[src/hdl/fifo_with_entry_timeout_top_assert.svh]
// Assertion macros shared by the timeout FIFO RTL.
// Needs a clock named clk and an active-high reset named rst in scope.
`ifndef FIFO_WITH_ENTRY_TIMEOUT_TOP_ASSERT_SVH
`define FIFO_WITH_ENTRY_TIMEOUT_TOP_ASSERT_SVH

// Check an expression at every clock edge outside reset.
`define FWET_ASSERT(label, expr, msg) \
  label: assert property (@(posedge clk) disable iff (rst) (expr)) else $error(msg);

// Check that a condition implies a consequence in the next cycle.
`define FWET_ASSERT_NEXT(label, cond, conseq, msg) \
  label: assert property (@(posedge clk) disable iff (rst) (cond) |=> (conseq)) else $error(msg);

`endif

[src/hdl/fwet_pkg.sv]
// Types and codes for the timeout FIFO.
// No dependencies; imported by fifo_with_entry_timeout_top.
package fwet_pkg;

  // Operation codes on the func field
  localparam logic [1:0] FUNC_PUSH = 2'd0;
  localparam logic [1:0] FUNC_POP  = 2'd1;
  localparam logic [1:0] FUNC_TICK = 2'd2;

  // Status codes on the result
  localparam logic [1:0] ST_OK    = 2'd0;
  localparam logic [1:0] ST_EMPTY = 2'd1;
  localparam logic [1:0] ST_FULL  = 2'd2;

  typedef struct packed {
    logic [1:0]  func;
    logic [15:0] push_payload;
    logic [15:0] push_wait;
  } req_word_t;

  typedef struct packed {
    logic [1:0]  status;
    logic [15:0] pop_payload;
    logic [15:0] pop_wait;
    logic [4:0]  entry_count;
    logic        is_empty;
  } rsp_word_t;

  typedef enum logic [1:0] {
    S_IDLE,
    S_POP_DATA,
    S_TICK,
    S_FINISH
  } fwet_state_t;

endpackage

[src/hdl/fifo_with_entry_timeout_top.sv]
// Bounded FIFO with a wait count per entry; tick expires and ages entries.
// Depends on fwet_pkg and fifo_with_entry_timeout_top_assert.svh.
//
//   channel | valid     | stall     | word
//   --------+-----------+-----------+----------------------------------
//   request | req_valid | req_stall | req  (func, payload, wait)
//   result  | rsp_valid | rsp_stall | rsp  (status, popped entry, count)
//
// Push and no-op go straight to finish; pop adds one registered memory read.
// Tick walks the stored entries through the single memory read port, one per
// cycle, compacting survivors in place.
// Reset clears state, occupancy, head, tail and valids; slot contents need no clearing.
// A held result does not block acceptance of the next word; the next
// result waits in the finish state until the output register frees.
module fifo_with_entry_timeout_top #(
  parameter int DEPTH         = 16,
  parameter int PAYLOAD_WIDTH = 16,
  parameter int WAIT_WIDTH    = 16
) (
  input  logic               clk,
  input  logic               rst,
  input  logic               req_valid,
  output logic               req_stall,
  input  fwet_pkg::req_word_t req,
  output logic               rsp_valid,
  input  logic               rsp_stall,
  output fwet_pkg::rsp_word_t rsp
);
  import fwet_pkg::*;

  `include "fifo_with_entry_timeout_top_assert.svh"

  localparam int AW     = $clog2(DEPTH);
  localparam int OW     = $clog2(DEPTH + 1);
  localparam int MW     = PAYLOAD_WIDTH + WAIT_WIDTH;
  localparam int PW_EXT = (PAYLOAD_WIDTH > 16) ? PAYLOAD_WIDTH : 16;
  localparam int WW_EXT = (WAIT_WIDTH > 16) ? WAIT_WIDTH : 16;
  localparam int OC_EXT = (OW > 5) ? OW : 5;

  fwet_state_t state, state_next;

  // Control registers
  logic [OW-1:0] occ;
  logic [AW-1:0] head, tail;
  logic [AW-1:0] rd_ptr, wr_ptr;
  logic [OW-1:0] issued, surv;
  logic          pend_vld;
  logic [1:0]    pend_status;
  logic [15:0]   pend_pp, pend_pw;

  // Slot memory
  logic [MW-1:0] mem [DEPTH];
  logic [MW-1:0] rd_data;
  logic          rd_en, we;
  logic [AW-1:0] rd_addr, waddr;
  logic [MW-1:0] wdata;

  logic req_acc, out_free;
  logic [PAYLOAD_WIDTH-1:0] rd_pay;
  logic [WAIT_WIDTH-1:0]    rd_wait;
  logic [PW_EXT-1:0]        push_pay_ext, rd_pay_ext;
  logic [WW_EXT-1:0]        push_wait_ext, rd_wait_ext;
  logic [OC_EXT-1:0]        occ_ext;
  logic                     tick_done, surv_hit;

  assign req_acc  = req_valid && !req_stall;
  assign out_free = !rsp_valid || !rsp_stall;
  assign rd_pay   = rd_data[MW-1:WAIT_WIDTH];
  assign rd_wait  = rd_data[WAIT_WIDTH-1:0];

  assign push_pay_ext  = PW_EXT'(req.push_payload);
  assign push_wait_ext = WW_EXT'(req.push_wait);
  assign rd_pay_ext    = PW_EXT'(rd_pay);
  assign rd_wait_ext   = WW_EXT'(rd_wait);
  assign occ_ext       = OC_EXT'(occ);

  assign tick_done = (issued == occ) && !pend_vld;
  assign surv_hit  = pend_vld && (rd_wait != '0);

  function automatic logic [AW-1:0] ptr_inc(input logic [AW-1:0] p);
    logic [AW-1:0] r;
    r = (p == AW'(DEPTH - 1)) ? '0 : p + AW'(1);
    return r;
  endfunction

  // Hold the sequencer state
  always_ff @(posedge clk) begin
    if (rst) begin
      state <= S_IDLE;
    end else begin
      state <= state_next;
    end
  end

  // Next state, memory port controls and stall
  always_comb begin
    state_next = state;
    req_stall  = (state != S_IDLE);
    rd_en      = 1'b0;
    rd_addr    = head;
    we         = 1'b0;
    waddr      = tail;
    wdata      = {push_pay_ext[PAYLOAD_WIDTH-1:0], push_wait_ext[WAIT_WIDTH-1:0]};
    unique case (state)
      S_IDLE: begin
        if (req_acc) begin
          state_next = S_FINISH;
          if (req.func == FUNC_PUSH && occ != OW'(DEPTH)) begin
            we = 1'b1;
          end else if (req.func == FUNC_POP && occ != '0) begin
            rd_en      = 1'b1;
            state_next = S_POP_DATA;
          end else if (req.func == FUNC_TICK && occ != '0) begin
            state_next = S_TICK;
          end
        end
      end
      S_POP_DATA: begin
        state_next = S_FINISH;
      end
      S_TICK: begin
        rd_en   = (issued != occ);
        rd_addr = rd_ptr;
        we      = surv_hit;
        waddr   = wr_ptr;
        wdata   = {rd_pay, rd_wait - WAIT_WIDTH'(1)};
        if (tick_done) begin
          state_next = S_FINISH;
        end
      end
      S_FINISH: begin
        if (out_free) begin
          state_next = S_IDLE;
        end
      end
      default: state_next = S_IDLE;
    endcase
  end

  // Write and read the slot memory
  always_ff @(posedge clk) begin
    if (we) begin
      mem[waddr] <= wdata;
    end
    if (rd_en) begin
      rd_data <= mem[rd_addr];
    end
  end

  // Advance pointers, counts and the pending result
  always_ff @(posedge clk) begin
    if (rst) begin
      occ      <= '0;
      head     <= '0;
      tail     <= '0;
      pend_vld <= 1'b0;
    end else begin
      unique case (state)
        S_IDLE: begin
          if (req_acc) begin
            pend_status <= ST_OK;
            pend_pp     <= '0;
            pend_pw     <= '0;
            rd_ptr      <= head;
            wr_ptr      <= head;
            issued      <= '0;
            surv        <= '0;
            pend_vld    <= 1'b0;
            if (req.func == FUNC_PUSH) begin
              if (occ == OW'(DEPTH)) begin
                pend_status <= ST_FULL;
              end else begin
                tail <= ptr_inc(tail);
                occ  <= occ + OW'(1);
              end
            end else if (req.func == FUNC_POP && occ == '0) begin
              pend_status <= ST_EMPTY;
            end
          end
        end
        S_POP_DATA: begin
          pend_pp <= rd_pay_ext[15:0];
          pend_pw <= rd_wait_ext[15:0];
          head    <= ptr_inc(head);
          occ     <= occ - OW'(1);
        end
        S_TICK: begin
          pend_vld <= rd_en;
          if (rd_en) begin
            rd_ptr <= ptr_inc(rd_ptr);
            issued <= issued + OW'(1);
          end
          if (surv_hit) begin
            wr_ptr <= ptr_inc(wr_ptr);
            surv   <= surv + OW'(1);
          end
          if (tick_done) begin
            occ  <= surv;
            tail <= wr_ptr;
          end
        end
        S_FINISH: begin
        end
        default: begin
        end
      endcase
    end
  end

  // Load the result register; drop valid once taken
  always_ff @(posedge clk) begin
    if (rst) begin
      rsp_valid <= 1'b0;
    end else if (state == S_FINISH && out_free) begin
      rsp_valid <= 1'b1;
    end else if (!rsp_stall) begin
      rsp_valid <= 1'b0;
    end
  end

  always_ff @(posedge clk) begin
    if (state == S_FINISH && out_free) begin
      rsp.status      <= pend_status;
      rsp.pop_payload <= pend_pp;
      rsp.pop_wait    <= pend_pw;
      rsp.entry_count <= occ_ext[4:0];
      rsp.is_empty    <= (occ == '0);
    end
  end

  `FWET_ASSERT(a_occ_bound, occ <= OW'(DEPTH), "occupancy above depth")
  `FWET_ASSERT(a_surv_le_issued, state != S_TICK || surv <= issued, "more survivors than reads")
  `FWET_ASSERT(a_issued_le_occ, state != S_TICK || issued <= occ, "tick read past occupancy")
  `FWET_ASSERT_NEXT(a_occ_idle_stable, state == S_IDLE && !req_acc, $stable(occ),
    "occupancy changed while idle")
endmodule
[config.mk]
export PLATFORM = sky130hd
export DESIGN_NAME = fifo_with_entry_timeout_top
export DESIGN_NICKNAME = d
export VERILOG_FILES = /design/src/hdl/fwet_pkg.sv /design/src/hdl/fifo_with_entry_timeout_top.sv
export VERILOG_INCLUDE_DIRS = /design/src /design/src/hdl
export SDC_FILE = /design/constraint.sdc
export NUM_CORES = 1
export LEC_CHECK = 0
export BUFFER_PORTS_ARGS = -buffer_cell sky130_fd_sc_hd__buf_2
export CORE_ASPECT_RATIO = 0.5
export CORE_MARGIN = 1
export CORE_UTILIZATION = 40
export DETAILED_ROUTE_END_ITERATION = 12
export REMOVE_ABC_BUFFERS = 1
export SLEW_MARGIN = 20
export SYNTH_ARGS = -nofsm -noshare
export SYNTH_HDL_FRONTEND = slang
export SYNTH_SLANG_ARGS = --single-unit
[constraint.sdc]
create_clock -name clk -period 5.3 [get_ports clk]
set_input_delay 1.06 -clock clk [delete_from_list [all_inputs] [get_ports clk]]
set_output_delay 1.06 -clock clk [all_outputs]
set_load 0.05 [all_outputs]
# Word-level counts from Yosys, hierarchy flattened
# Memory sizes are Yosys's and may differ from the RTL's. A register that Yosys moved wholly into a read port is not among the register bits.
# Cells that the tools add are included.
# W data, S select, Z words.
dict set report word_totals {
  ff_bits 109
  ram_bits 512
  output_inout_bits 42
  mem_count 1
}
dict set report op_classes {
  add_sub_neg 9
  n_eq_ne 21
  muxes 53
  bitwise_logic 1
  reduce_logical 30
}
# memory depth word_bits rd rd_ports_with_merged_regs wr line
set mem_list {}
lappend mem_list {mem 16 32 1 1 1 fifo_with_entry_timeout_top.sv:52} ;# logic [MW-1:0] mem [DEPTH];
# operator n
set ops {}
lappend ops {{$pmux W16 S2} 2}
lappend ops {{$mux W4} 13}
lappend ops {{$mux W5} 7}
lappend ops {{$mux W32} 1}
lappend ops {{$pmux W4 S2} 3}
lappend ops {{$pmux W5 S2} 2}
lappend ops {{$add A4 B1 Y4 const B} 4}
lappend ops {{$eq A4 B4 Y1 const B} 4}
lappend ops {{$mux W16} 1}
lappend ops {{$reduce_bool A16 Y1} 1}
lappend ops {{$sub A16 B1 Y16 const B} 1}
lappend ops {{$add A5 B1 Y5 const B} 3}
lappend ops {{$pmux W5 S3} 1}
lappend ops {{$mux W2} 7}
lappend ops {{$ne A2 B2 Y1 const B} 7}
lappend ops {{$mux W1} 12}
lappend ops {{$reduce_and A5 Y1} 2}
lappend ops {{$reduce_and A3 Y1} 3}
lappend ops {{$logic_and A1 B1 Y1} 8}
lappend ops {{$pmux W2 S4} 1}
lappend ops {{$reduce_and A4 Y1} 2}
lappend ops {{$eq A2 B2 Y1 const B} 3}
lappend ops {{$pmux W1 S2} 3}
lappend ops {{$reduce_bool A2 Y1} 3}
lappend ops {{other kinds (15)} 20}

# Depth between registers and ports, before layout
# Gate-level depths: netlist of the first run.
dict set report logic_depth {
  depth_word 8
  ltp_mapped 12
  mapped_depth_nobuf 8
}

# Worst setup path after synthesis of the first run
# Ideal clock, no wire load.
dict set report synth_path {
  path_kind {input port to flip-flop}
  startpoint {input port rsp_stall}
  endpoint {register rsp[0] in the netlist's numbering (enable)}
  setup_ps 498
  arrival_ps 4010
  path_slack_ps 792
  path_stages 1
  n_path_buf 0
  path_cell_list {a21boi_0}
}
dict set report synth_between {
  elab_chain_cells 3
}
# item line
set synth_rtl {}
lappend synth_rtl {{start: declaration} fifo_with_entry_timeout_top.sv:26} ;# input logic rsp_stall,
lappend synth_rtl {{$logic_not A1 Y1} --}
lappend synth_rtl {{$logic_or A1 B1 Y1} fifo_with_entry_timeout_top.sv:67} ;# assign out_free = !rsp_valid || !rsp_stall;
lappend synth_rtl {{$logic_and A1 B1 Y1} fifo_with_entry_timeout_top.sv:222} ;# if (state == S_FINISH && out_free) begin
lappend synth_rtl {{end: declaration} fifo_with_entry_timeout_top.sv:27} ;# output fwet_pkg::rsp_word_t rsp
# No other way between the ends.
# A chain may end at the register's enable or synchronous reset.

# Worst setup path in the final report of the first run
dict set report layout_path {
  startpoint {register state[0]}
  endpoint {register rd_data[9] (read register of mem) (data pin)}
}
dict set report layout_between {
  elab_chain_cells 5
  word_cells_on_any_way 8
}
# item line
set layout_rtl {}
lappend layout_rtl {{start: declaration} fifo_with_entry_timeout_top.sv:40} ;# fwet_state_t state, state_next;
lappend layout_rtl {{start signal: assignment} fifo_with_entry_timeout_top.sv:91} ;# state <= state_next;
lappend layout_rtl {{$reduce_bool A2 Y1} fifo_with_entry_timeout_top.sv:98} ;# req_stall = (state != S_IDLE);
lappend layout_rtl {{$logic_not A1 Y1} fifo_with_entry_timeout_top.sv:66} ;# assign req_acc = req_valid && !req_stall;
lappend layout_rtl {{$logic_and A1 B1 Y1} fifo_with_entry_timeout_top.sv:66}
lappend layout_rtl {{$mux W1} fifo_with_entry_timeout_top.sv:106} ;# if (req_acc) begin
lappend layout_rtl {{$pmux W1 S2} fifo_with_entry_timeout_top.sv:104} ;# unique case (state)
lappend layout_rtl {{end: declaration} fifo_with_entry_timeout_top.sv:53} ;# logic [MW-1:0] rd_data;
# Parallel ways exist; a longest one is shown, timed or not.

==> results of run 1 <==
[power by group]
group          internal [W]  switching (W)
clock               0.00235        0.00193
combinational       0.00143        0.00284
sequential          0.00654       0.000311
[kinds of logic after synthesis]
| group | after synthesis | share of synthesized area [%] |
|---|---|---|
| flip-flops | 653 | 74.2 |
| AND/OR/NAND/NOR | 542 | 9.66 |
| AO/OA/AOI/OAI | 197 | 4.97 |
| multiplexers | 112 | 7.47 |
| buffers and inverters | 99 | 1.92 |
| XOR/XNOR | 29 | 0.969 |
| adder cells (fa/ha/maj) | 17 | 0.840 |
[cells in the mapped netlist (19+ instances only)]
library cell and n:
edfxtp_1 636, nand2_1 242, nand3_1 100, nor2_1 85
a21oi_1 70, mux4_2 64, clkbuf_1 47, and2_1 37
mux2i_1 28, a32oi_1 23, o22ai_1 23, buf_2 21
xnor2_1 21, mux2_2 19
[path summary, 6_finish.rpt]
path,start,cells past startpoint,slack (ns),end
setup / recovery,state[0],7,1.54,rd_data[9]
hold reg to reg,pend_pp[2],0,0.42,rsp[24]
hold / removal,pend_pp[2],0,0.42,rsp[24]
setup reg to reg,state[0],7,1.54,rd_data[9]
[worst max-delay path, cell delays in order (launching register included)]
cell	delay, ns
dfxtp_1	0.33
inv_1	0.15
ha_4	0.71
mux2i_4	0.97
buf_12	0.29
mux4_2	0.63
o22ai_1	0.30
nor3_2	0.09
[cell type report]
class / count / area [µm²] / area share [%]
Tap cell: 871 / 1090 / 3.65
Timing Repair Buffer: 135 / 902 / 3.02
Clock buffer: 69 / 1510 / 5.06
Inverter: 11 / 41.3 / 0.138
Multi-Input combinational cell: 897 / 6500 / 21.7
Sequential cell: 653 / 19400 / 65.0
Clock inverter: 38 / 414 / 1.39
[sequential cells by signal (all words and copies together), names as in the netlist]
register	flops
head	4
issued	5
mem	512
occ	5
pend_pp	16
pend_pw	16
pend_status	2
pend_vld	1
rd_data	32
rd_ptr	4
rsp	40
rsp_valid	1
state	2
surv	5
tail	4
wr_ptr	4
[through the flow]
step           total power (W)  TNS [ns]  setup WS [ns]
2_1_floorplan          0.00965    -74.40          -2.35
3_3_place_gp            0.0112         0           1.36
3_5_place_dp            0.0112         0           1.33
4_1_cts                 0.0155         0           1.42
5_1_grt                 0.0160         0           1.32
6_report                0.0154         0           1.54
[per-layer routing]
metal | wire (µm) | up-vias | share of wire (%)
met3 | 4530 | 85 | 7.1
met5 | 0 | - | 0
met2 | 28500 | 482 | 44
met4 | 1360 | 0 | 2.1
met1 | 29800 | 7514 | 46
li1 | - | 6545 | -
[cells in the final DEF (no fill, tap or decap), types with 6 or more instances in the layout]
master | Yosys | final
a21oi_1 | 70 | 65
a22oi_1 | 10 | 10
a32oi_1 | 23 | 23
and2_1 | 37 | 36
buf_2 | 21 | 79
buf_4 | 2 | 49
bufinv_16 | 0 | 6
clkbuf_1 | 47 | 9
clkbuf_16 | 0 | 58
clkinv_1 | 0 | 11
clkinv_2 | 0 | 9
clkinvlp_4 | 0 | 6
dfxtp_1 | 17 | 17
edfxtp_1 | 636 | 636
ha_1 | 16 | 14
inv_1 | 10 | 10
mux2_2 | 19 | 18
mux2i_1 | 28 | 27
mux4_2 | 64 | 64
nand2_1 | 242 | 241
nand2b_1 | 7 | 7
nand3_1 | 100 | 100
nor2_1 | 85 | 69
nor2_4 | 0 | 16
nor3_1 | 16 | 16
nor3_2 | 15 | 15
o21ai_0 | 14 | 12
o21ai_1 | 13 | 14
o22ai_1 | 23 | 23
or3_1 | 8 | 8
xnor2_1 | 21 | 21
xor2_1 | 8 | 8
==> impl_metrics.toml, run 1 <==
[drt]
wl_um = 64200
drcViolationCount = 0
vias_per_cell = 5.47
antenna_left = 0
drt_iter0_markers = 1537
num_vias = 14600
drt-pass1-iter-count = 5
routedWlPerCell_um = 24.0

[floorplan]
die_h_um = 183
rows = 65
core-area_um2 = 63900
io_pins = 80
start_util_pct = 41.0
fp.dieW_um = 364
dieArea_um2 = 66600

[worst_setup_path]
worstPathMaxFanout = 62
end_kind = "register"
cp.arrival_ns = 4.15
cp-start-kind = "register"
cp.required_ns = 5.68
path_class = "register to register"

[synth]
ys.flop_type = "edfxtp_1"
synth-edff-count = 636
async_reset_ff_share_pct = 0
yosysUniqueCellTypes = 75
ys_seq_area_share_pct = 74.2
syn_inst = 1649
synth_top_cell_area_share_pct = 72.9
synth.area.top_cells = "edfxtp_1, mux4_2, nand2_1, nand3_1, a21oi_1"
yosysWarnings = 0
netlist_area_um2 = 26200
synth.avg_cell_area_um2 = 15.9
synth-seq-cells = 653
yosys.area.top_type = "edfxtp_1"

[job]
cap_violations = 0

[clocking]
root_buffer = "clkbuf_16"
hold_buffers = 0
cts_made_buffers = 58
clock-sinks = 653
clkTransAtPathRegs_ns = 0.07
tritoncts = "yes"
cts_buffer_depth = 3
worstSkewPairLatency_ns = 0.63
cts-resized-gates = 0
postCtsSetupRepairBufs = 0
h-tree-depth = 2

[min_path]
hold_path_class = "register to register"

[finish]
finish.utilization_pct = 46.8
diodes = 0
syn2layout_area_growth_pct = 14.1
finalNetCount = 1811
final_layout_size_suffix_gt1_share_pct = 20.5
layoutNonFillerInstCount = 2674
design_area_um2 = 29900
fill_cells = 5541

[power]
p_per_area_nw_per_um2 = 515
ir_worst_vdd_mv = 0.302
leakagePower_nw = 9.82

[global_route]
antenna_found_initial = 0
grt_use_met2_pct = 28.8
overflow = 0
met3_usage_pct = 3.30
track_usage_pct = 19.4
grt_busiest_layer = "met1"
grt_pass1_wl_um = 94800
grtUsageMet1_pct = 29.5
grt_max_degree = 63
grt_pass1_vias = 14300

[sta]
rsz0062_at_grt = "false"
setup_viol = 0
hold_viol = 0
post-route-period-util_pct = 71.0
slew_violations = 0
fmax_mhz = 266
holdWs_ns = 0.417
tightestPinTransition_ns = 1.15
period_needed_ns = 3.76
fin_worst_skew_ns = 0.0447
slew_headroom_pct = 22.6

[placement]
placed_area_um2 = 27900
placedCellCount = 2565
dp_hpwl_um = 39400
io_buffers = 79
place.gp.congestion = 0.816

[outcome]
status = "finished, final reports clean"
No activity file was read; power rests on OpenSTA's default activity.
==> run 2: changes to the inputs <==
- ABC_AREA: unset -> 1
- clock period: 5.3 -> 3.3 ns (I/O delays scaled with it)
==> impl_metrics.toml, run 2 <==
[outcome]
status = "complete, but fails checks"
violations = "DRC"

[synth]
yosysUniqueCellTypes = 32
synth.avg_cell_area_um2 = 12.3
ys_seq_area_share_pct = 72.1
async_reset_ff_share_pct = 0
synthMuxAreaShare_pct = 0
syn_inst = 2189
synth.area.top_cells = "edfxtp_1, a21oi_1, o21ai_0, o211ai_1, nand2_1"
synth-seq-cells = 653
synth_most_common_cell = "edfxtp_1"
synthXorXnorAreaFrac_pct = 0.358
synth_top_family_by_area = "compound AO/OA/AOI/OAI gates"
ys.flop_type = "edfxtp_1"
synth_top_cell_area_share_pct = 70.9
ys_top_cells_by_count = "edfxtp_1, a21oi_1, nand2_1, inv_1, o21ai_0"
synth-edff-count = 636
yosys.area.top_type = "edfxtp_1"
synthAdderAreaFrac_pct = 0.817
netlist_area_um2 = 26900
synthSimpleGateAreaFrac_pct = 6.39
synth_compound_area_share_pct = 14.8
yosysWarnings = 0

[finish]
final_layout_size_suffix_gt1_share_pct = 11.0
largest_register_ffs = 512
regMostFlops = "mem"
mostFrequentLayoutCell = "edfxtp_1"
diodes = 0
largestRegisters = "mem: 512 flops, rsp: 40 flops, rd_data: 32 flops"
most-common-layout-cells = "edfxtp_1, a21oi_1, nand2_1"
syn2layout_area_growth_pct = 14.5
fill_cells = 5745
finalNetCount = 2317

[floorplan]
core-area_um2 = 65800
dieArea_um2 = 68500
rows = 66
start_util_pct = 40.9
io_pins = 80
fp.dieW_um = 369
die_h_um = 186

[power]
clock_power_share_pct = 24.8
ir_worst_vdd_mv = 0.493
leakagePower_nw = 10.8
swShare_pct = 36.2
p_seq_share_pct = 42.2
power_switching_w = 0.00976
p_per_area_nw_per_um2 = 872
power_frac_comb_pct = 33.0
p_int_w = 0.0172

[placement]
dp_hpwl_um = 38300
io_buffers = 79
place.gp.congestion = 0.823

[sta]
rsz0062_at_grt = "false"
holdWs_ns = 0.370
period_needed_ns = 2.97
fmax_mhz = 337
setup_viol = 0
fin_worst_skew_ns = 0.0313
hold_viol = 0
finalSetupTns_ns = 0
tightestPinTransition_ns = 0.899
post-route-period-util_pct = 90.0
slew_violations = 0
slew_headroom_pct = 39.9

[worst_setup_path]
cp-start-kind = "register"
worstPathMaxFanout = 18
path_class = "register to register"
crit_buf_inv = 4
r2r_start = "state[0]"
cp.required_ns = 3.62
cp_slowest_stage_delay_ns = 0.67
regToRegEndpoint = "mem[3][9]"
startpoint = "state[0]"
cpLargestDelayFamily = "buffers and inverters"
slowest_stage = "a21oi_4"
cp.depth = 10
end_kind = "register"
r2r_slack_ns = 0.33
cp_cell_sequence = "inv_1 > ha_2 > inv_2 > nor2_1 > nor2_1 > inv_1 > nor2_1 > nand2_1 > a21oi_4 > buf_12"
critical_path.most_common_cell = "nor2_1"
cp.arrival_ns = 3.29
r2r_cells = 10
cp-endpoint = "mem[3][9]"

[global_route]
track_usage_pct = 19.7
grt_pass1_vias = 16300
grt_max_degree = 131
overflow = 0
antenna_found_initial = 0
grt_pass1_wl_um = 102000

[drt]
antenna_left = 0
drt_iter0_markers = 1739
drcViolationCount = 10
wl_um = 68100
drt-pass1-iter-count = 9
num_vias = 17200
routedWlPerCell_um = 21.3
vias_per_cell = 5.39

[clocking]
tritoncts = "yes"
root_buffer = "clkbuf_16"
h-tree-depth = 2
clock-sinks = 653
cts-resized-gates = 0
cts_buffer_depth = 3
postCtsSetupRepairBufs = 0
clkTransAtPathRegs_ns = 0.06
worstSkewPairLatency_ns = 0.63
cts_made_buffers = 58
hold_buffers = 0

[min_path]
hold_path_class = "primary input to register"

[job]
cap_violations = 0
[run 2: changes by cell type in the layout (fill, tap and decap cells not counted), moves of 18 or more]
cell / change
inv_1: +216
o21ai_0: +179
mux2i_1: -27
o22ai_1: -23
mux2_2: -18
a21oi_1: +211
o211ai_1: +126
and2_1: -36
buf_12: +26
a32oi_1: -23
mux4_2: -64
o21ai_1: +82
a21oi_4: +19
[run 2: worst min-delay path, stage by stage]
cell	delay [ns]
buf_2	0.13
nand2_1	0.08
a21oi_1	0.06
[run 2: power by group through the flow]
stage / Combinational [W] / Clock, W / Sequential [W]
floorplan: 0.00545 / 0 / 0.0116
global placement: 0.00876 / 0 / 0.0115
detailed placement: 0.00884 / 0 / 0.0115
CTS: 0.00887 / 0.00680 / 0.0114
global route: 0.00983 / 0.00712 / 0.0114
finish: 0.00888 / 0.00669 / 0.0114
[run 2: cell type report]
| class | instances | area [µm²] | area share [%] |
|---|---|---|---|
| clock buffers | 78 | 1550 | 5.01 |
| multi-input cells | 1172 | 6300 | 20.4 |
| flip-flops and latches | 653 | 19400 | 63.0 |
| repair buffers | 149 | 1310 | 4.24 |
| well taps | 884 | 1110 | 3.58 |
| clock inverters | 28 | 303 | 0.981 |
| inverters | 228 | 856 | 2.77 |
[run 2: how the worst min path moves through the flow]
| stage | startpoint | endpoint | slack [ns] | cells past startpoint |
|---|---|---|---|---|
| final | rsp_stall | rsp_valid | 0.37 | 3 |
| after global routing | rsp_stall | rsp_valid | 0.35 | 3 |
| after CTS | rsp_stall | rsp_valid | 0.35 | 3 |
| after detailed placement | pend_pp[11] | rsp[33] | 0.40 | 0 |
| after global placement | pend_pp[4] | rsp[26] | 0.40 | 0 |
| after floorplan | pend_pw[4] | rsp[10] | 0.40 | 0 |
[run 2: layer usage]
metal  global-route usage [%]  share of wire (%)  vias to the layer above
met1                     28.3                 45                     8354
li1                         -                  -                     8080
met5                        0                  0                        -
met2                     31.2                 46                      660
met3                     2.84                7.5                      105
met4                     5.43                2.3                        0
[run 2: logic make-up (layout without fill, tap and decap cells)]
family | after synthesis | after routing
buffers and inverters | 364 | 483
adder cells (fa/ha/maj) | 17 | 17
flip-flops | 653 | 653
AO/OA/AOI/OAI | 725 | 725
AND/OR/NAND/NOR | 419 | 419
XOR/XNOR | 11 | 11
[run 2: per-stage QoR]
stage / setup WS (ns) / instances / utilization (%) / cell area, µm² / power [W]
3_5_place_dp: 0.341 / 3086 / 44.1 / 29000 / 0.0204
6_report: 0.330 / 3192 / 46.9 / 30900 / 0.0269
2_1_floorplan: -3.96 / 2053 / - / 26300 / 0.0171
3_3_place_gp: 0.380 / 3086 / 44.1 / 29000 / 0.0203
5_1_grt: 0.129 / 3192 / 46.9 / 30900 / 0.0284
4_1_cts: 0.308 / 3192 / 46.9 / 30900 / 0.0270
